[src/design/gss_pkg.sv]
// Shared types and constants of the Gray-Scott stencil update block.
package gss_pkg;

  // Field and bus widths
  localparam int VAL_W   = 16;
  localparam int COL_W   = 6 * VAL_W;
  localparam int RES_W   = 2 * VAL_W;
  localparam int CIDX_W  = 3;

  // Job queue between the window front end and the arithmetic back end
  localparam int QDEPTH  = 4;
  localparam int QPTR_W  = $clog2(QDEPTH);
  localparam int QCNT_W  = $clog2(QDEPTH + 1);

  // Configuration register indexes
  typedef enum logic [CIDX_W-1:0] {
    REG_DIFF_A = 3'd0,
    REG_DIFF_B = 3'd1,
    REG_FEED   = 3'd2,
    REG_KILL   = 3'd3,
    REG_DT     = 3'd4
  } cfg_index_t;

  // Register reset values, UQ2.14
  localparam logic [VAL_W-1:0] DIFF_A_RST = 16'd16384;
  localparam logic [VAL_W-1:0] DIFF_B_RST = 16'd8192;
  localparam logic [VAL_W-1:0] FEED_RST   = 16'd901;
  localparam logic [VAL_W-1:0] KILL_RST   = 16'd1016;
  localparam logic [VAL_W-1:0] DT_RST     = 16'd8192;

  // One input column; up_a sits in the lowest bits
  typedef struct packed {
    logic [VAL_W-1:0] down_b;
    logic [VAL_W-1:0] down_a;
    logic [VAL_W-1:0] mid_b;
    logic [VAL_W-1:0] mid_a;
    logic [VAL_W-1:0] up_b;
    logic [VAL_W-1:0] up_a;
  } column_t;

  // One pixel to update: its 3x3 neighborhood and the end-of-row mark
  typedef struct packed {
    logic    done;
    column_t right;
    column_t centre;
    column_t left;
  } job_t;

  // Jobs pushed by the front end in one cycle (count is 0, 1 or 2)
  typedef struct packed {
    logic [1:0] n;
    job_t       j1;
    job_t       j0;
  } gss_push_t;

  // Rate registers as seen by the back end
  typedef struct packed {
    logic [VAL_W-1:0] diff_a;
    logic [VAL_W-1:0] diff_b;
    logic [VAL_W-1:0] feed;
    logic [VAL_W-1:0] kill;
    logic [VAL_W-1:0] dt;
  } gss_cfg_t;

  // Rounding and divider constants
  localparam logic signed [55:0] BR_ROUND = 56'sd163840;   // half of 20 * 2^14
  localparam logic [43:0]        DIV_BIAS = 44'd5 << 38;   // keeps dividend positive
  localparam logic [43:0]        Q_BIAS   = 44'd1 << 38;   // DIV_BIAS / 5
  localparam logic signed [55:0] DT_ROUND = 56'sd1 <<< 27; // half of 2^28
  localparam logic [23:0]        RECIP5   = 24'd13421773;  // ceil(2^26 / 5)

endpackage

[src/design/gss_queue.sv]
// Short job queue between the front end and the arithmetic back end.
module gss_queue (
  input  logic               clk,
  input  logic               rst,
  input  gss_pkg::gss_push_t push,
  output logic               room2,
  input  logic               pop,
  output logic               q_valid,
  output gss_pkg::job_t      head
);
  import gss_pkg::*;

  job_t              mem [QDEPTH];
  logic [QPTR_W-1:0] wptr;
  logic [QPTR_W-1:0] rptr;
  logic [QCNT_W-1:0] count;
  logic [QPTR_W-1:0] wptr1;

  assign wptr1   = wptr + QPTR_W'(1);
  assign room2   = count <= QCNT_W'(QDEPTH - 2);
  assign q_valid = count != '0;
  assign head    = mem[rptr];

  // Store up to two jobs per cycle
  always_ff @(posedge clk) begin
    if (push.n != 2'd0) begin
      mem[wptr] <= push.j0;
    end
    if (push.n == 2'd2) begin
      mem[wptr1] <= push.j1;
    end
  end

  // Track pointers and fill level
  always_ff @(posedge clk) begin
    if (rst) begin
      wptr  <= '0;
      rptr  <= '0;
      count <= '0;
    end else begin
      wptr  <= wptr + QPTR_W'(push.n);
      rptr  <= rptr + QPTR_W'(pop);
      count <= count + QCNT_W'(push.n) - QCNT_W'(pop);
    end
  end

endmodule

[config.mk]
export PLATFORM = sky130hd
export DESIGN_NAME = gss_queue
export DESIGN_NICKNAME = d
export VERILOG_FILES = /design/src/design/gss_pkg.sv /design/src/design/gss_queue.sv
export SDC_FILE = /design/constraint.sdc
export NUM_CORES = 1
export LEC_CHECK = 0
export CAP_MARGIN = 5
export CORE_AREA = 2 2 337 339
export CTS_CLUSTER_DIAMETER = 60
export DETAILED_ROUTE_END_ITERATION = 8
export DIE_AREA = 0 0 339 341
export DONT_BUFFER_PORTS = 1
export SYNTH_ARGS = -nofsm -noshare
export SYNTH_HDL_FRONTEND = slang
export SYNTH_SLANG_ARGS = --single-unit
export TNS_END_PERCENT = 1
[constraint.sdc]
create_clock -name clk -period 30.5 [get_ports clk]
set_input_delay 6.1 -clock clk [delete_from_list [all_inputs] [get_ports clk]]
set_output_delay 6.1 -clock clk [all_outputs]
set_load 0.03 [all_outputs]
* Word-level counts from Yosys, hierarchy flattened
Memories as Yosys holds them, arrays and structs flattened. A register that Yosys moved wholly into a read port is not among the register bits. Index checks and enable logic that the tools add are counted.
Word-level totals: RAM bits 1156, register bits after elaboration 7, output and inout port bits 291, memories 1, bits of input ports 583, bits in read-only memories 0, latch bits 0, logic and storage cells 18
Memory list:
- mem | words 4, bits a word 289, rd ports 1, clocked after Yosys merged registers in 1, write ports 2, line gss_queue.sv:13 | job_t mem [QDEPTH];
Cells by class: bitwise gates (word level) 0, reductions and logical operators 2, muxes and demuxes 5, shift-type cells 0, add/sub/neg operators 5, multiply operators 0, equality and inequality tests 1, div/mod/pow operators 0, $lt $le $gt $ge 1
Operators by type and width (count):
- $mux 1 | 4
- $add 3x2->3 | 1
- $le 3x2->1 const B | 1
- $reduce_bool 3->1 | 1
- $sub 3x1->3 | 1
- $add 2x1->2 | 1
- $add 2x1->2 const B | 1
- $add 2x2->2 | 1
- $eq 2x2->1 const B | 1
- $mux 2 | 1
- $reduce_bool 2->1 | 1

* Longest topological paths before layout
Gate-level depths: netlist of the first run.
depth after elaboration 3, depth in mapped cells 8, gate-level depth less buffers 8

* Worst setup path before layout of the first run
OpenSTA, ideal clock, no wires.
path type in2reg, from in push[579] (netlist name), to mem mem[0][0] (netlist name) (enable), buffers on the path 1, arrival 26.467 ns, library setup time 1.339 ns, required time 29.161 ns, cell stages on the path 3, path slack 2.695 ns, cell sequence buf_2 -> o21bai_1 -> o21ai_0
RTL lines:
- from (decl) | line gss_queue.sv:5 | input gss_pkg::gss_push_t push,
- to (decl) | line gss_queue.sv:13

==> results of run 1 <==
cells in the final DEF, fill, tap and decap left out, drive strengths merged, types with 5 or more instances in the layout:
master,synthesis,final
clkinv,0,38
edfxtp,1156,1156
buf,180,37
inv,6,10
dfxtp,7,7
clkbuf,13,174
mux2,1156,1156
ha,5,5
nor2,6,6
bufinv,0,5
mux4,289,289
area by class of cell:
cell class | count | area (sq um)
Fill cell | 8660 | 50950
Sequential cell | 1163 | 34860
Multi-Input combinational cell | 1473 | 19840
Clock buffer | 174 | 3577
Tap cell | 1500 | 1877
Timing Repair Buffer | 37 | 402.9
Clock inverter | 48 | 355.3
Inverter | 6 | 22.52
kinds of logic (layout without fill, tap and decap cells):
logic type	count (synthesis)	count (layout)	share of synthesized area [%]
muxes	1446	1446	34.99
DFF	1163	1163	62.43
buffers and inverters	199	265	2.120
and+or+nand+nor	14	14	0.1614
adders and majority gates	6	6	0.1479
AOI/OAI and AO/OA	4	4	0.04480
xor gates and xnor gates	3	3	0.09861
layer usage:
layer  vias up  GRT usage (%)  share of wire (%)
li1      11730              -                  -
met5         -              0                  0
met3       272          11.24                 10
met1     14690          26.97                 34
met2      1018          43.96                 52
met4         0          10.93                4.5
through the flow:
stage | util [%] | total power, mW | setup slack, ns | area (sq um)
floorplan | - | 2.669 | 2.695 | 55830
global placement | 50.95 | 2.722 | 20.35 | 57000
detailed placement | 50.95 | 2.737 | 20.38 | 57000
CTS | 54.46 | 4.204 | 20.71 | 60940
global route | 54.46 | 4.295 | 20.56 | 60940
finish | 54.46 | 4.158 | 20.84 | 60940
power groups by stage:
stage | sequential, mW | clock, mW | combinational (mW)
final | 2.01 | 1.47 | 0.683
after global routing | 2.02 | 1.56 | 0.716
after CTS | 2.01 | 1.50 | 0.697
after detailed placement | 2.04 | 0 | 0.695
after global placement | 2.03 | 0 | 0.691
after floorplan | 2.13 | 0 | 0.539
critical path: cells and delay by family, from the launching register on:
family,cells,cell delay (ns)
flip-flops,1,1.07
buffers and inverters,1,0.68
multiplexers,1,0.77
worst min-delay path by stage:
stage                              from             endpoint  slack [ns]  cells past startpoint
floorplan            rptr[0]$_SDFF_PP0_   rptr[0]$_SDFF_PP0_        0.54                      2
global placement    count[2]$_SDFF_PP0_  count[2]$_SDFF_PP0_        0.63                      2
detailed placement  count[2]$_SDFF_PP0_  count[2]$_SDFF_PP0_        0.66                      2
CTS                 count[2]$_SDFF_PP0_  count[2]$_SDFF_PP0_        0.67                      2
global route        count[2]$_SDFF_PP0_  count[2]$_SDFF_PP0_        0.72                      2
finish              count[2]$_SDFF_PP0_  count[2]$_SDFF_PP0_        0.66                      2
sequential cells by signal, indices dropped and copies added (netlist names):
signal and count:
wptr 2, count 3, mem 1156, rptr 2
==> results by group, run 1 <==
Critical path
  – Critical path cell sequence: buf_12, mux4_2
  – CP peak stage delay: about 1.1 ns
  – Crit path launch: rptr[0]$_SDFF_PP0_
  – Critical Path End: head[169]
  – R2R depth: 5
  – Origin of the critical flop-to-flop path: wptr[1]$_SDFF_PP0_
  – CP Max Fanout: ~110
  – Crit Reg-Reg Endpoint: mem[3][244]$_DFFE_PP_
  – CP arrival: 3.56 ns
  – Worst path required time: between 20 and 25 ns
  – R2R Setup Slk: approximately 26 ns
  – Critical path class: reg2out
  – Critical path's slowest cell: dfxtp_4
  – CP Launch Type: flop
  – Crit. End Element: primary output

Timing
  – Slew Viols, Final: 0
  – Clk_skew: roughly 0.017 ns
  – Final Cycle Share: 31.68%
  – Tmin final: 9.662 ns
  – Fin. Hold Viols: 0
  – Slew HR: 20.74%
  – # setup viols final: 0
  – Max Clk Rate: 103.5 MHz
  – Setup TNS: 0 ns
  – WHS: 0.6623 ns
  – RSZ-0062 raised after global routing: false
  – Measured slew at the worst slew-check pin: 1.189 ns

Synth
  – Net Count, Synth: 3424
  – Register area share after synthesis: a little over three fifths
  – Post-synth ARST share: 0%
  – Distinct cell type count after synthesis: 27
  – Syn. warnings: 0
  – Yosys top cell by area: edfxtp_1
  – Most common cell in the netlist: edfxtp_1
  – Area contributors post-synth: edfxtp_1 (62%), mux2_2 (21%), mux4_2 (12%)
  – Post-synth top cells: edfxtp_1 (1156), mux2_2 (1053), mux4_2 (289), buf_2 (103), mux2_1 (103)
  – Top cell type's share of synthesized area: 62.18%
  – Cell Area, Synth: 55830 sq um
  – Flip-flop and latch count after synthesis: 1163
  – Cells after Synth: 2835
  – Post-synth EDFFs: 1156
  – Post-synth top flop: edfxtp_1
  – Mean Syn Cell Area: between 15 and 20 sq um

Min path
  – Min-Delay Path Class: reg2reg

Pwr
  – PD cells: a little under 70 nW/um^2
  – Switching Share: 26.41%
  – Peak supply drop: 0.00004397 V
  – Int Power: 3.060 mW
  – P_sw: 1.098 mW
  – Leak Pwr: 19.18 nW
  – Comb pwr share: 16.4%
  – Clock power share: 35.3%
  – Seq pwr share: 48.3%

Die
  – Starting Density: 49.90%
  – Die Height: 341 microns
  – DIE WIDTH: 339 microns
  – Io pins: 874
  – Core Box Area: 111900 sq um
  – # rows: 123
  – Die Area: 115600 sq um

Finish
  – Layout cell share with drive strength beyond 1: 53.50%
  – # diodes: 0
  – Nets@finish: roughly 3400
  – Non-filler cells, final: 4401
  – Area grow syn2layout: 9.153%

GRT
  – Vias in the first global route: 29990
  – Initial antenna violation count: 2
  – Largest net degree at the start of global routing: 152
  – GRT Residual Overflow: 0
  – Global-route wire length before repair: about 210000 microns
  – Total GRT Usage: 25.45%

Clock tree
  – Clock-pin slew on the worst setup and hold paths: 0.06 ns
  – Clock latency on the worst-skew pair: approximately 0.73 ns
  – Max Buffers Root-to-Sink: 3
  – H-tree depth: 4
  – Setup bufs post-CTS: 0
  – Hold_buf cts: 0
  – CTS sink cnt: ~1200
  – TritonCTS buffer count: around 130
  – CTS Root Cell: clkbuf_16
  – PostCTS Resize Cnt: 0
  – TritonCTS clock tree: built

Route
  – Final wirelength: 148900 microns
  – # DRC: 0
  – Via-to-Cell Ratio: around 6.3
  – DR WL/cell: ~34 microns
  – Pre-antenna DRT Iters: 5
  – Initial DRC count: roughly 1700
  – Vias: 27710
  – Post-route antenna net violation count: 0

Job
  – Max Cap Viol: 0

Placed design
  – HPWL Detailed: between 90000 and 100000 microns
  – Final GP Congestion: slightly above 0.8
  – Port buffer count: 0
  – Dpl cells: 4179

Run status
  – Status: completed
Power figures use the tool's default switching activity.
==> run 2, diff against run 1 <==
--- a/config.mk
+++ b/config.mk
@@ -5,11 +5,12 @@
 export SDC_FILE = /design/constraint.sdc
 export NUM_CORES = 1
 export LEC_CHECK = 0
+export ABC_AREA = 1
 export CAP_MARGIN = 5
-export CORE_AREA = 2 2 337 339
+export CORE_AREA = 2 2 344 346
 export CTS_CLUSTER_DIAMETER = 60
 export DETAILED_ROUTE_END_ITERATION = 8
-export DIE_AREA = 0 0 339 341
+export DIE_AREA = 0 0 346 348
 export DONT_BUFFER_PORTS = 1
 export SYNTH_ARGS = -nofsm -noshare
 export SYNTH_HDL_FRONTEND = slang
==> constraint.sdc (replaced) <==
create_clock -name clk -period 9.95 [get_ports clk]
set_input_delay 1.99 -clock clk [delete_from_list [all_inputs] [get_ports clk]]
set_output_delay 1.99 -clock clk [all_outputs]
set_load 0.03 [all_outputs]
==> results by group, run 2 <==
Critical path
  – CP Max Fanout: approximately 230
  – CP Launch Type: flop
  – R2R depth: 6
  – Critical path class: reg2out
  – Crit. End Element: primary output
  – Worst path required time: 7.96 ns
  – CP arrival: 3.56 ns

Finish
  – Nets@finish: 6607
  – Multi-input logic area: 17660 sq um
  – Reg area: between 30000 and 40000 sq um
  – Reg with most FFs: mem
  – Layout cell share with drive strength beyond 1: about 3.5%
  – Final Cell Area: 62240 sq um
  – # fillers: 10460
  – Commonest non-fill, non-tap cell in the layout: nand2_1
  – Max reg flops: 1156
  – Leading cell types in the layout, fill and taps excluded: nand2_1 (1745), edfxtp_1 (1156), o21ai_0 (1090)
  – Biggest regs: mem: 1156 flops, count: 3 flops
  – Area grow syn2layout: 7.066%

Die
  – DIE WIDTH: 346 microns
  – # rows: ~130
  – Core Box Area: 117000 sq um
  – Die Height: 348 microns
  – Die Area: 120400 sq um
  – Io pins: 874
  – Starting Density: 49.69%

Clock tree
  – Clock latency on the worst-skew pair: 0.72 ns
  – TritonCTS buffer count: roughly 130
  – Max Buffers Root-to-Sink: 3
  – CTS sink cnt: 1163
  – Setup bufs post-CTS: 0
  – PostCTS Resize Cnt: 0
  – H-tree depth: 4
  – Hold_buf cts: 0
  – Clock-pin slew on the worst setup and hold paths: 0.06 ns
  – TritonCTS clock tree: built
  – CTS Root Cell: clkbuf_16

Synth
  – Area contributors post-synth: edfxtp_1 (60%), nand2_1 (11%), o21ai_0 (9.4%)
  – Distinct cell type count after synthesis: 23
  – Net Count, Synth: 6883
  – Mean Syn Cell Area: 9.236 sq um
  – Flip-flop and latch count after synthesis: 1163
  – Top cell type's share of synthesized area: 59.72%
  – Post-synth top cells: nand2_1 (1752), edfxtp_1 (1156), o21ai_0 (1090), inv_1 (880), o21ai_1 (355)
  – Post-synth top flop: edfxtp_1
  – Register area share after synthesis: about 60%
  – Syn. warnings: 0
  – Post-synth EDFFs: 1156
  – Cell Area, Synth: 58130 sq um
  – Post-synth ARST share: 0%
  – Cells after Synth: 6294
  – Yosys top cell by area: edfxtp_1
  – Most common cell in the netlist: nand2_1

Timing
  – Fin. Hold Viols: 0
  – Clk_skew: a little under 0.03 ns
  – Final WS setup: 4.400 ns
  – Slew HR: between 10% and 20%
  – Tmin final: roughly 5.5 ns
  – WHS: 0.6138 ns
  – Slew Viols, Final: 0
  – Final Cycle Share: 55.78%
  – # setup viols final: 0
  – Max Clk Rate: around 180 MHz
  – Measured slew at the worst slew-check pin: about 1.3 ns
  – Setup TNS: 0 ns
  – RSZ-0062 raised after global routing: false

Job
  – Max Cap Viol: 0

Min path
  – Hold path cells: 3
  – Min-Delay Path Class: reg2reg

Pwr
  – Leak Pwr: ~26 nW
  – PD cells: 202.4 nW/um^2
  – Peak supply drop: 0.0001481 V

GRT
  – GRT Residual Overflow: 0
  – Global-route wire length before repair: approximately 240000 microns
  – Largest net degree at the start of global routing: 250
  – Initial antenna violation count: 37
  – Vias in the first global route: 38960
  – Total GRT Usage: 26.01%

Route
  – Via-to-Cell Ratio: 5.456
  – # DRC: 0
  – Initial DRC count: 3293
  – Post-route antenna net violation count: 0
  – Pre-antenna DRT Iters: 6
  – Vias: 41880
  – Final wirelength: 159500 microns
  – DR WL/cell: roughly 21 microns

Placed design
  – Final GP Congestion: 0.8261
  – Port buffer count: 0
  – HPWL Detailed: 96390 microns
  – Post-DP Area: 58290 sq um
  – DP Worst Slack: roughly 4.3 ns

Run status
  – Status: completed
[run 2: cell types whose count changed after synthesis, moves of 291 or more]
cell	previous run	this run
a21oi_1	1	292
inv_1	6	880
mux2_2	1053	0
nand2_1	0	1752
o21ai_0	1	1090
o21ai_1	0	355
[run 2: cells by family (layout without fill, tap and decap cells)]
group	count (synthesis)	after routing	share of synthesized area, %
simple gates	1768	1768	11.45
flops	1163	1163	59.96
other cells	0	25	0
buf+inv	1330	1151	9.744
compound gates	2026	2026	18.69
xor+xnor	1	1	0.01507
fa+ha+maj	6	6	0.1421
[run 2: power breakdown]
group,total [mW],leakage [nW],internal [mW],switching (mW)
registers,6.05,10.9,5.95,0.102
clock network,4.47,1.89,2.56,1.91
logic,2.08,13.2,0.400,1.68
[run 2: through the flow]
| step | util [%] | power [mW] | cells |
|---|---|---|---|
| floorplan | - | 7.880 | 6294 |
| global placement | 49.83 | 8.206 | 7421 |
| detailed placement | 49.83 | 8.249 | 7421 |
| CTS | 53.15 | 12.70 | 7651 |
| global route | 53.20 | 13.13 | 7674 |
| finish | 53.20 | 12.60 | 7676 |
[run 2: routing by layer]
layer,wire [microns],GRT usage (%),share of wire [%],up-vias
li1,-,-,-,20720
met1,59940,30.25,38,19470
met2,76680,42.66,48,1376
met3,16030,9.929,10,293
met4,6664,11.88,4.2,26
met5,184,0,0.12,-
[run 2: layout make-up]
type / count / area share [%]
flip-flops and latches: 1163 / 56.01
diodes: 25 / 0.1005
inverters: 882 / 5.319
well taps: 1536 / 3.088
multi-input cells: 3801 / 28.38
repair buffers: 39 / 0.8524
clock buffers: 178 / 5.738
clock inverters: 52 / 0.5066
[run 2: worst paths after layout]
check,to,from,slack (ns)
max,head[128],rptr[0]$_SDFF_PP0_,4.40
min,count[2]$_SDFF_PP0_,count[2]$_SDFF_PP0_,0.61
max reg2reg,mem[1][61]$_DFFE_PP_,wptr[0]$_SDFF_PP0_,5.70
min reg2reg,count[2]$_SDFF_PP0_,count[2]$_SDFF_PP0_,0.61
[run 2: critical path, stage by stage (launching register included)]
cell     delay, ns
dfxtp_4       0.76
buf_12        0.47
buf_12        0.61
o21ai_0       0.25
nand2_1       0.38
