===== src/design/gss_pkg.sv =====
// Shared types and constants of the Gray-Scott stencil update block.
package gss_pkg;

  // Field and bus widths
  localparam int VAL_W   = 16;
  localparam int COL_W   = 6 * VAL_W;
  localparam int RES_W   = 2 * VAL_W;
  localparam int CIDX_W  = 3;

  // Job queue between the window front end and the arithmetic back end
  localparam int QDEPTH  = 4;
  localparam int QPTR_W  = $clog2(QDEPTH);
  localparam int QCNT_W  = $clog2(QDEPTH + 1);

  // Configuration register indexes
  typedef enum logic [CIDX_W-1:0] {
    REG_DIFF_A = 3'd0,
    REG_DIFF_B = 3'd1,
    REG_FEED   = 3'd2,
    REG_KILL   = 3'd3,
    REG_DT     = 3'd4
  } cfg_index_t;

  // Register reset values, UQ2.14
  localparam logic [VAL_W-1:0] DIFF_A_RST = 16'd16384;
  localparam logic [VAL_W-1:0] DIFF_B_RST = 16'd8192;
  localparam logic [VAL_W-1:0] FEED_RST   = 16'd901;
  localparam logic [VAL_W-1:0] KILL_RST   = 16'd1016;
  localparam logic [VAL_W-1:0] DT_RST     = 16'd8192;

  // One input column; up_a sits in the lowest bits
  typedef struct packed {
    logic [VAL_W-1:0] down_b;
    logic [VAL_W-1:0] down_a;
    logic [VAL_W-1:0] mid_b;
    logic [VAL_W-1:0] mid_a;
    logic [VAL_W-1:0] up_b;
    logic [VAL_W-1:0] up_a;
  } column_t;

  // One pixel to update: its 3x3 neighborhood and the end-of-row mark
  typedef struct packed {
    logic    done;
    column_t right;
    column_t centre;
    column_t left;
  } job_t;

  // Jobs pushed by the front end in one cycle (count is 0, 1 or 2)
  typedef struct packed {
    logic [1:0] n;
    job_t       j1;
    job_t       j0;
  } gss_push_t;

  // Rate registers as seen by the back end
  typedef struct packed {
    logic [VAL_W-1:0] diff_a;
    logic [VAL_W-1:0] diff_b;
    logic [VAL_W-1:0] feed;
    logic [VAL_W-1:0] kill;
    logic [VAL_W-1:0] dt;
  } gss_cfg_t;

  // Rounding and divider constants
  localparam logic signed [55:0] BR_ROUND = 56'sd163840;   // half of 20 * 2^14
  localparam logic [43:0]        DIV_BIAS = 44'd5 << 38;   // keeps dividend positive
  localparam logic [43:0]        Q_BIAS   = 44'd1 << 38;   // DIV_BIAS / 5
  localparam logic signed [55:0] DT_ROUND = 56'sd1 <<< 27; // half of 2^28
  localparam logic [23:0]        RECIP5   = 24'd13421773;  // ceil(2^26 / 5)

endpackage


===== src/design/gss_front.sv =====
// Column window front end: holds two columns and issues pixel jobs.
module gss_front (
  input  logic                     clk,
  input  logic                     rst,
  input  logic                     s_axis_tvalid,
  output logic                     s_axis_tready,
  input  logic [gss_pkg::COL_W-1:0] s_axis_tdata,
  input  logic                     s_axis_tlast,
  input  logic                     room2,
  output gss_pkg::gss_push_t       push
);
  import gss_pkg::*;

  typedef enum logic [2:0] {
    WIN_EMPTY = 3'b001,
    WIN_ONE   = 3'b010,
    WIN_TWO   = 3'b100
  } win_t;

  win_t    win;
  column_t left;
  column_t centre;
  column_t x;
  logic    accept;

  assign s_axis_tready = room2;
  assign accept        = s_axis_tvalid & s_axis_tready;
  assign x             = column_t'(s_axis_tdata);

  // Build the jobs that this column completes
  always_comb begin
    push    = '0;
    push.j0 = '{done: 1'b0, right: x, centre: centre, left: left};
    push.j1 = '{done: 1'b1, right: x, centre: x, left: centre};
    case (win)
      WIN_EMPTY: begin
        push.j0 = '{done: 1'b1, right: x, centre: x, left: x};
        push.n  = (accept && s_axis_tlast) ? 2'd1 : 2'd0;
      end
      WIN_ONE: begin
        push.j0 = '{done: 1'b0, right: x, centre: centre, left: centre};
        push.n  = accept ? (s_axis_tlast ? 2'd2 : 2'd1) : 2'd0;
      end
      WIN_TWO: begin
        push.n  = accept ? (s_axis_tlast ? 2'd2 : 2'd1) : 2'd0;
      end
      default: begin
        push.n  = 2'd0;
      end
    endcase
  end

  // Advance the window
  always_ff @(posedge clk) begin
    if (rst) begin
      win <= WIN_EMPTY;
    end else if (accept) begin
      if (s_axis_tlast) begin
        win <= WIN_EMPTY;
      end else if (win == WIN_EMPTY) begin
        win <= WIN_ONE;
      end else begin
        win <= WIN_TWO;
      end
    end
  end

  // Shift columns in
  always_ff @(posedge clk) begin
    if (accept && !s_axis_tlast) begin
      left   <= centre;
      centre <= x;
    end
  end

endmodule


===== config.mk =====
export PLATFORM = sky130hd
export DESIGN_NAME = gss_front
export DESIGN_NICKNAME = d
export VERILOG_FILES = /design/src/design/gss_pkg.sv /design/src/design/gss_front.sv
export SDC_FILE = /design/constraint.sdc
export NUM_CORES = 1
export LEC_CHECK = 0
export ABC_AREA = 1
export BUFFER_PORTS_ARGS = -buffer_cell sky130_fd_sc_hd__clkbuf_2
export CORE_AREA = 4 4 266 268
export DETAILED_ROUTE_END_ITERATION = 10
export DIE_AREA = 0 0 270 272
export SYNTH_ARGS = -nofsm -noshare
export SYNTH_HDL_FRONTEND = slang
export SYNTH_SLANG_ARGS = --single-unit

===== constraint.sdc =====
create_clock -name clk -period 13.3 [get_ports clk]
set_input_delay 1.33 -clock clk [delete_from_list [all_inputs] [get_ports clk]]
set_output_delay 1.33 -clock clk [all_outputs]
set_load 0.02 [all_outputs]

# After elaboration in Yosys (flattened, before gate mapping)
# Cells that the tools add are included.
[word_totals] inputBits=101 word_cells=28 reg_bits=195
[classes] bitwise_logic=1 n_eq_ne=3 mux=7 n_reduce_logical=4
[op_table] cell="$pmux W289 S2" count=1
[op_table] cell="$mux W3" count=2
[op_table] cell="$mux W2" count=2
[op_table] cell="$pmux W2 S2" count=1
[op_table] cell="$eq A3 B1 Y1 const B" count=1
[op_table] cell="$eq A3 B2 Y1 const B" count=1
[op_table] cell="$eq A3 B3 Y1 const B" count=1
[op_table] cell="$logic_and A1 B1 Y1" count=2
[op_table] cell="$reduce_or A2 Y1" count=1
[op_table] cell="$and A1 B1 Y1" count=1
[op_table] cell="$logic_not A1 Y1" count=1
[op_table] cell="$mux W1" count=1

# Depth between registers and ports, before layout
# Gate-level depths: netlist of run 1.
[depth] ltp_word=4 depth_mapped=7 ltp_nobuf=5

# Least setup slack after synthesis of run 1
# Ideal clock, no wire load.
[synth_timing] path_type="input-to-output" from="input port s_axis_tvalid" to="output port push[578] (netlist name)" stages=4 slack_ns=1.890 arrival_ns=10.080 path_buffers=0 t_required_ns=11.970 path_cell_list="nand2_1 > nor2_1 > nand2_1 > o21ai_0"
[synth_lines] item="start: declaration" line_no="gss_front.sv:5" source="input logic s_axis_tvalid,"
[synth_lines] item="end: declaration" line_no="gss_front.sv:10" source="output gss_pkg::gss_push_t push"

==> flow_metrics.env, run 1 <==
export IMPL_fmax_mhz=199
export IMPL_yosys_warnings=0
export IMPL_critical_path_arrival_ns=3.69
export IMPL_worstSkewPairLatency_ns=0.48
export IMPL_power_frac_seq_pct=41.7
export IMPL_overflow=0
export IMPL_clkSinkCount=195
export IMPL_clockBufferDepth=2
export IMPL_drt_pre_antenna_iters=5
export IMPL_internal_power_w=0.00108
export IMPL_synth_fp_nets=1239
export IMPL_crit_type="reg2out"
export IMPL_wl_um=37300
export IMPL_worstMarginPinSlew_ns=0.945
export IMPL_power_density_nw_per_um2=125
export IMPL_slowest_stage="buf_4"
export IMPL_core_region_area_um2=68300
export IMPL_fin_crit_sh_pct=37.7
export IMPL_finalClockSkew_ns=0.00884
export IMPL_cpMostUsedCell="buf_4"
export IMPL_grt_setup_unrepaired="no"
export IMPL_slew_headroom_pct=36.8
export IMPL_area_growth_pct=25.1
export IMPL_ctsHoldBuffers=0
export IMPL_cts_made_buffers=17
export IMPL_status="finished clean"
export IMPL_wire_per_inst_um=15.6
export IMPL_start_kind="register"
export IMPL_post_cts_buffers=0
export IMPL_netlist_area_um2=10900
export IMPL_num_rows=96
export IMPL_hold_class="reg2reg"
export IMPL_antenna_found_initial=1
export IMPL_p_sw_w=0.000634
export IMPL_start_util_pct=15.9
export IMPL_finalCriticalPeriod_ns=5.02
export IMPL_ir_worst_vdd_mv=0.0592
export IMPL_dieHeight_um=272
export IMPL_die_area_um2=73400
export IMPL_syn_inst=1138
export IMPL_hold_viol_final=0
export IMPL_crit_fanout=75
export IMPL_ys_seq_area_share_pct=53.5
export IMPL_comb_power_share_pct=28.3
export IMPL_place_gp_congestion=0.844
export IMPL_grt_use_total_pct=9.54
export IMPL_crit_path_cell_trace="inv_1 -> nand3_4 -> buf_4 -> buf_4 -> nand2_1 -> nand3_1 -> clkbuf_2"
export IMPL_ioPinCount=682
export IMPL_cpPeakStageDelay_ns=0.76
export IMPL_crit_family="buffers and inverters"
export IMPL_setup_viol=0
export IMPL_grt_max_degree=76
export IMPL_placed_cell_area_um2=13100
export IMPL_ys_ff_latch=195
export IMPL_worstHoldStart="push[321]$_DFFE_PP_"
export IMPL_drive_above_1_share_pct=47.9
export IMPL_vias_per_cell=3.84
export IMPL_drv_slew=0
export IMPL_antenna_left=0
export IMPL_clkPwrFrac_pct=30.0
export IMPL_cts_tree="done"
export IMPL_fin_ws_ns=8.28
export IMPL_postCtsResizedCells=0
export IMPL_h_tree_depth=4
export IMPL_num_antenna_cells=0
export IMPL_pre_cts_ws_ns=8.72
export IMPL_cp_startpoint="win[1]$_SDFFE_PP0N_"
export IMPL_n_fill_cell=7553
export IMPL_crit_path_end_kind="primary output"
export IMPL_drt_initial_drc_count=514
export IMPL_grt_pass1_wl_um=53500
export IMPL_portBuffers=680
export IMPL_critPathBufInv=4
export IMPL_drc=0
export IMPL_place_detailed_hpwl_um=27600
export IMPL_synth_cell_types=18
export IMPL_first_global_vias=8431
export IMPL_cap_violations=0
export IMPL_num_vias=9230
export IMPL_die_width_um=270
export IMPL_regToRegStartpoint="win[1]$_SDFFE_PP0N_"
export IMPL_final_cell_area_um2=13600
export IMPL_cts_root_buf="clkbuf_16"
export IMPL_power_leakage_nw=6.31
export IMPL_tns_ns=0
export IMPL_required_ns=11.97
export IMPL_nNetsFinal=1607
export IMPL_switching_share_pct=37.1
export IMPL_syn_avg_cell_area_um2=9.57
export IMPL_clk_pin_slew_ns=0.08
path summary, 6_finish.rpt:
kind                              end  slack (ns)  cells after the start
setup / recovery            push[157]        8.28                      7
setup reg to reg  win[2]$_SDFFE_PP0N_       11.84                      4
hold / removal     left[32]$_DFFE_PP_        0.51                      0
hold reg to reg    left[32]$_DFFE_PP_        0.51                      0
cells by family (layout without fill, tap and decap cells):
kind of cell           count (synthesis)  after routing  synth area share, %
AO/OA/AOI/OAI                          5              5                0.253
buffers and inverters                347            728                 22.5
flip-flops                           195            195                 53.5
other                                  1              1               0.0344
AND/OR/NAND/NOR                      590            590                 23.7
registers in the layout, indices dropped and copies added, names as in the netlist:
| register | cells |
|---|---|
| push | 96 |
| left | 96 |
| win | 3 |
power by group through the flow:
| stage | combinational [W] | clock, W | sequential (W) |
|---|---|---|---|
| floorplan | 0.000333 | 0 | 0.000745 |
| detailed placement | 0.000492 | 0 | 0.000727 |
| global route | 0.000518 | 0.000564 | 0.000716 |
| global placement | 0.000491 | 0 | 0.000726 |
| finish | 0.000484 | 0.000513 | 0.000713 |
| CTS | 0.000493 | 0.000544 | 0.000713 |
cells in the mapped netlist, drive strengths merged:
cell | instances | area share (%)
buf | 333 | 22
nor2 | 3 | 0.13
o211ai | 1 | 0.069
o21ai | 2 | 0.092
nand2 | 296 | 10
inv | 6 | 0.21
clkbuf | 8 | 0.28
conb | 1 | 0.034
nand3 | 291 | 13
dfxtp | 3 | 0.55
edfxtp | 192 | 53
a21oi | 2 | 0.092
final cells by class:
class | count | area (um^2) | area share, %
clock buffers | 17 | 425 | 3.12
flip-flops and latches | 195 | 5830 | 42.7
inverters | 6 | 25.0 | 0.184
multi-input cells | 596 | 2650 | 19.4
clock inverters | 15 | 125 | 0.918
repair buffers | 690 | 3480 | 25.5
well taps | 882 | 1100 | 8.09
stage by stage:
| stage | cells | hold WS (ns) | total power [W] | util, % |
|---|---|---|---|---|
| after detailed placement | 2369 | 0.490 | 0.00122 | 19.1 |
| after floorplan | 1138 | 0.485 | 0.00108 | - |
| after global placement | 2369 | 0.486 | 0.00122 | 19.1 |
| after global routing | 2401 | 0.527 | 0.00180 | 19.9 |
| final | 2401 | 0.507 | 0.00171 | 19.9 |
| after CTS | 2401 | 0.504 | 0.00175 | 19.9 |
routing by layer:
layer | routed length [um] | part of all wire, % | track usage, %
met2 | 19000 | 51 | 16.7
met3 | 2120 | 5.7 | 2.42
met1 | 15000 | 40 | 11.0
met5 | 0 | 0 | 0
met4 | 1150 | 3.1 | 4.37
cells in the final DEF, fill, tap and decap left out, drive strengths merged:
master	synthesis	layout
a21oi	2	2
buf	333	10
clkbuf	8	697
clkinv	0	4
clkinvlp	0	4
conb	1	1
dfxtp	3	3
edfxtp	192	192
inv	6	13
nand2	296	296
nand3	291	291
nor2	3	3
o211ai	1	1
o21ai	2	2
(Power assumes the default switching activity.)
==> run 2: changes to the inputs <==
Clock period 13.3 ns to 5 ns, I/O delays scaled along.
==> run 2 against run 1 <==
Clock skew rose by 0.0015 ns. Sequential share of layout area fell by 0.32 points. First-iteration DRC count rose by 42%. Final cell count barely moved. Via count fell by 0.35%. Clock power rose to 2.7 times the previous value. Power rose to 2.7 times the previous value. Routed wire length fell by 2.8%. Highest routed layer unchanged.
==> flow_metrics.env, run 2 (synthesis gave the netlist of run 1 again) <==
export IMPL_status="finished clean"
export IMPL_comb_power_share_pct=28.3
export IMPL_grt_use_total_pct=9.31
export IMPL_cap_violations=0
export IMPL_fin_util_pct=20.1
export IMPL_num_antenna_cells=0
export IMPL_h_tree_depth=4
export IMPL_worstSkewPairLatency_ns=0.48
export IMPL_fin_crit_sh_pct=62.6
export IMPL_drv_slew=0
export IMPL_holdPathStages=2
export IMPL_crit_path_cell_trace="inv_1 -> nand3_4 -> buf_12 -> nand3_1 -> nand3_1 -> clkbuf_2"
export IMPL_clockBufferDepth=2
export IMPL_fmax_mhz=320
export IMPL_start_util_pct=15.9
export IMPL_layout_commonest_cell="clkbuf_2"
export IMPL_slowest_stage="nand3_4"
export IMPL_min_to="win[1]$_SDFFE_PP0N_"
export IMPL_slew_headroom_pct=37.9
export IMPL_rrSetupSlack_ns=3.07
export IMPL_crit_fanout=103
export IMPL_cts_tree="done"
export IMPL_grt_setup_unrepaired="no"
export IMPL_area_growth_pct=26.1
export IMPL_hold_class="in2reg"
export IMPL_cts_root_buf="clkbuf_16"
export IMPL_overflow=0
export IMPL_wire_per_inst_um=15.1
export IMPL_setup_viol=0
export IMPL_worst_hold_slack_ns=0.210
export IMPL_dieHeight_um=272
export IMPL_worstMarginPinSlew_ns=0.930
export IMPL_n_fill_cell=7498
export IMPL_hold_viol_final=0
export IMPL_clk_pin_slew_ns=0.08
export IMPL_drt_pre_antenna_iters=5
export IMPL_die_width_um=270
export IMPL_drc=0
export IMPL_rr_endpoint="win[2]$_SDFFE_PP0N_"
export IMPL_crit_type="reg2out"
export IMPL_power_density_nw_per_um2=334
export IMPL_switching_share_pct=36.4
export IMPL_tns_ns=0
export IMPL_wl_um=36300
export IMPL_portBuffers=680
export IMPL_start_kind="register"
export IMPL_grt_pass1_wl_um=52600
export IMPL_ir_worst_vdd_mv=0.166
export IMPL_first_global_vias=8314
export IMPL_place_gp_congestion=0.880
export IMPL_antenna_found_initial=0
export IMPL_finalCriticalPeriod_ns=3.13
export IMPL_final_cell_mix="680 x clkbuf_2, 296 x nand2_1, 289 x nand3_1"
export IMPL_core_region_area_um2=68300
export IMPL_critical_path_arrival_ns=2.63
export IMPL_power_frac_seq_pct=41.2
export IMPL_p_sw_w=0.00167
export IMPL_clkSinkCount=195
export IMPL_grt_max_degree=104
export IMPL_drt_initial_drc_count=732
export IMPL_ioPinCount=682
export IMPL_antenna_left=0
export IMPL_die_area_um2=73400
export IMPL_cpMostUsedCell="nand3_1"
export IMPL_internal_power_w=0.00292
export IMPL_crit_family="simple AND/OR/NAND/NOR gates"
export IMPL_place_detailed_hpwl_um=26900
export IMPL_post_cts_buffers=0
export IMPL_nNetsFinal=1608
export IMPL_clkPwrFrac_pct=30.5
export IMPL_drive_above_1_share_pct=47.9
export IMPL_ff2ff_path_depth=5
export IMPL_cts_made_buffers=17
export IMPL_postCtsResizedCells=0
export IMPL_worstHoldStart="rst"
export IMPL_vias_per_cell=3.83
export IMPL_required_ns=4.50
export IMPL_num_rows=96
export IMPL_crit_path_end_kind="primary output"
export IMPL_finalClockSkew_ns=0.0104
export IMPL_regToRegStartpoint="win[1]$_SDFFE_PP0N_"
export IMPL_num_vias=9198
export IMPL_cpPeakStageDelay_ns=0.51
export IMPL_ctsHoldBuffers=0
export IMPL_critPathBufInv=3
export IMPL_power_leakage_nw=6.35
==> run 2: power groups by stage <==
stage / Combinational (W) / Clock (W) / Sequential [W]
2_1_floorplan: 0.000885 / 0 / 0.00197
3_3_place_gp: 0.00132 / 0 / 0.00193
3_5_place_dp: 0.00132 / 0 / 0.00193
4_1_cts: 0.00132 / 0.00148 / 0.00189
5_1_grt: 0.00139 / 0.00154 / 0.00190
6_report: 0.00130 / 0.00140 / 0.00189
==> run 2: worst max-delay path by stage <==
stage | startpoint | to | slack (ns) | cells past startpoint
2_1_floorplan | s_axis_tvalid | push[578] | 0.65 | 4
3_3_place_gp | win[1]$_SDFFE_PP0N_ | push[68] | 2.33 | 6
3_5_place_dp | win[1]$_SDFFE_PP0N_ | push[68] | 2.34 | 6
4_1_cts | win[1]$_SDFFE_PP0N_ | push[68] | 1.76 | 6
5_1_grt | win[1]$_SDFFE_PP0N_ | push[69] | 1.64 | 6
6_report | win[1]$_SDFFE_PP0N_ | push[69] | 1.87 | 6
==> run 2: cell type report <==
class                   count  area [um^2]  area share (%)
clock buffers              18          429            3.12
clock inverters            14          143            1.04
inverters                   6         25.0           0.182
multi-input cells         596         2650            19.3
flip-flops and latches    195         5830            42.4
well taps                 882         1100            8.03
repair buffers            691         3560            25.9
==> run 2: stage by stage <==
stage / area, um^2 / worst slack, ns / std cells / power (W)
6_report: 13700 / 1.87 / 2402 / 0.00459
5_1_grt: 13700 / 1.64 / 2402 / 0.00484
4_1_cts: 13700 / 1.76 / 2402 / 0.00470
3_5_place_dp: 13200 / 2.34 / 2370 / 0.00325
3_3_place_gp: 13200 / 2.33 / 2370 / 0.00325
2_1_floorplan: 10900 / 0.647 / 1138 / 0.00286
==> run 2: metal layers <==
metal / GRT usage, % / wire (um)
met1: 10.9 / 14300
met2: 15.2 / 17800
met3: 3.12 / 3020
met4: 4.80 / 1240
met5: 0 / 0
==> run 3: changes to the inputs <==
Clock period 5 ns to 3 ns, I/O delays scaled along.
==> run 3 against run 2 <==
Combinational power is 68% higher. Setup slack worse by 1.5 ns. First-iteration DRC count is 29% lower. Clock power is 75% higher. Non-clock buffer count is 15 higher. Clock-buffer cell count stayed put. Critical endpoint is now push[144].
==> flow_metrics.env, run 3 (synthesis gave the netlist of run 1 again) <==
export IMPL_place_gp_congestion=0.866
export IMPL_ir_worst_vdd_mv=0.258
export IMPL_vias_per_cell=3.80
export IMPL_busiest_layer="met2"
export IMPL_met3_usage_pct=2.67
export IMPL_slew_headroom_pct=52.9
export IMPL_switching_share_pct=35.2
export IMPL_pre_cts_ws_ns=0.927
export IMPL_power_density_nw_per_um2=558
export IMPL_nNetsFinal=1623
export IMPL_hold_class="in2reg"
export IMPL_worst_hold_slack_ns=0.0668
export IMPL_power_frac_seq_pct=40.5
export IMPL_clkPwrFrac_pct=31.4
export IMPL_overflow=0
export IMPL_layout_commonest_cell="clkbuf_2"
export IMPL_hold_viol_final=0
export IMPL_worstSkewPairLatency_ns=0.47
export IMPL_clkSinkCount=195
export IMPL_num_rows=96
export IMPL_fin_util_pct=20.4
export IMPL_start_kind="register"
export IMPL_ctsHoldBuffers=7
export IMPL_die_width_um=270
export IMPL_final_cell_area_um2=14000
export IMPL_post_cts_buffers=0
export IMPL_cts_tree="done"
export IMPL_crit_path_end_kind="primary output"
export IMPL_comb_power_share_pct=28.0
export IMPL_critPathBufInv=3
export IMPL_cap_violations=0
export IMPL_grt_max_degree=99
export IMPL_p_sw_w=0.00274
export IMPL_finalClockSkew_ns=0.0132
export IMPL_wire_per_inst_um=14.8
export IMPL_first_global_vias=8607
export IMPL_finalCriticalPeriod_ns=2.59
export IMPL_fin_crit_sh_pct=86.2
export IMPL_grt_pass1_wl_um=53200
export IMPL_start_util_pct=15.9
export IMPL_required_ns=2.70
export IMPL_drt_pre_antenna_iters=5
export IMPL_power_leakage_nw=6.45
export IMPL_critical_path_arrival_ns=2.29
export IMPL_slowest_stage="dfxtp_1"
export IMPL_final_cell_mix="679 x clkbuf_2, 295 x nand2_1, 289 x nand3_1"
export IMPL_fin_ws_ns=0.414
export IMPL_postCtsResizedCells=0
export IMPL_gr_usage_met2_pct=15.9
export IMPL_placed_cell_area_um2=13300
export IMPL_worstMarginPinSlew_ns=0.706
export IMPL_dieHeight_um=272
export IMPL_grt_setup_unrepaired="no"
export IMPL_crit_family="simple AND/OR/NAND/NOR gates"
export IMPL_core_region_area_um2=68300
export IMPL_cpPeakStageDelay_ns=0.47
export IMPL_h_tree_depth=4
export IMPL_area_growth_pct=28.2
export IMPL_antenna_left=0
export IMPL_crit_path_cell_trace="nand3_4 -> inv_4 -> buf_12 -> nand2_1 -> nand3_1 -> clkbuf_2"
export IMPL_grt_use_total_pct=9.31
export IMPL_wl_um=35800
export IMPL_drive_above_1_share_pct=48.0
export IMPL_antenna_found_initial=2
export IMPL_ioPinCount=682
export IMPL_clockBufferDepth=2
export IMPL_drv_slew=0
export IMPL_setup_viol=0
export IMPL_die_area_um2=73400
export IMPL_fmax_mhz=387
export IMPL_clk_pin_slew_ns=0.07
export IMPL_status="finished clean"
export IMPL_crit_type="reg2out"
export IMPL_portBuffers=680
export IMPL_rrSetupSlack_ns=1.60
export IMPL_num_vias=9185
export IMPL_place_detailed_hpwl_um=26700
export IMPL_cts_made_buffers=17
export IMPL_crit_fanout=96
export IMPL_internal_power_w=0.00505
export IMPL_grt_use_met1_pct=10.9
export IMPL_cts_root_buf="clkbuf_16"
export IMPL_drt_initial_drc_count=517
export IMPL_drc=0
[run 3: final timing paths]
| check | start | end | depth (start not counted) |
|---|---|---|---|
| max reg2reg | win[1]$_SDFFE_PP0N_ | win[2]$_SDFFE_PP0N_ | 5 |
| min reg2reg | push[294]$_DFFE_PP_ | left[5]$_DFFE_PP_ | 0 |
| max | win[1]$_SDFFE_PP0N_ | push[144] | 6 |
| min | s_axis_tdata[13] | push[302]$_DFFE_PP_ | 1 |
[run 3: layout make-up]
class	instances	area, um^2
multi-input combinational	596	2670
clock inverter	14	175
antenna	1	2.50
fill	7577	54400
sequential	195	5830
tap	882	1100
inverter	6	25.0
timing repair buffer	706	3740
clock buffer	18	429
[run 3: worst register-to-register path: stages (launching register included)]
cell     delay (ns)
dfxtp_1        0.47
inv_1          0.13
nand3_4        0.27
buf_4          0.27
o21ai_0        0.10
nor2_1         0.09
[run 3: stage by stage]
stage	instances	power, W	setup TNS, ns
3_3_place_gp	2378	0.00543	0
6_report	2418	0.00779	0
4_1_cts	2417	0.00796	0
5_1_grt	2417	0.00818	0
3_5_place_dp	2378	0.00543	0
2_1_floorplan	1138	0.00476	-117.68
[run 3: power groups by stage]
| stage | Sequential (W) | Clock, W | Combinational (W) |
|---|---|---|---|
| 4_1_cts | 0.00316 | 0.00258 | 0.00222 |
| 3_5_place_dp | 0.00322 | 0 | 0.00221 |
| 2_1_floorplan | 0.00329 | 0 | 0.00148 |
| 6_report | 0.00316 | 0.00245 | 0.00218 |
| 3_3_place_gp | 0.00322 | 0 | 0.00221 |
| 5_1_grt | 0.00317 | 0.00267 | 0.00234 |
[run 3: layer usage]
layer | up-vias | wire length (um)
li1 | 4389 | -
met1 | 4292 | 14600
met2 | 458 | 17900
met3 | 44 | 2370
met4 | 2 | 918
met5 | - | 13
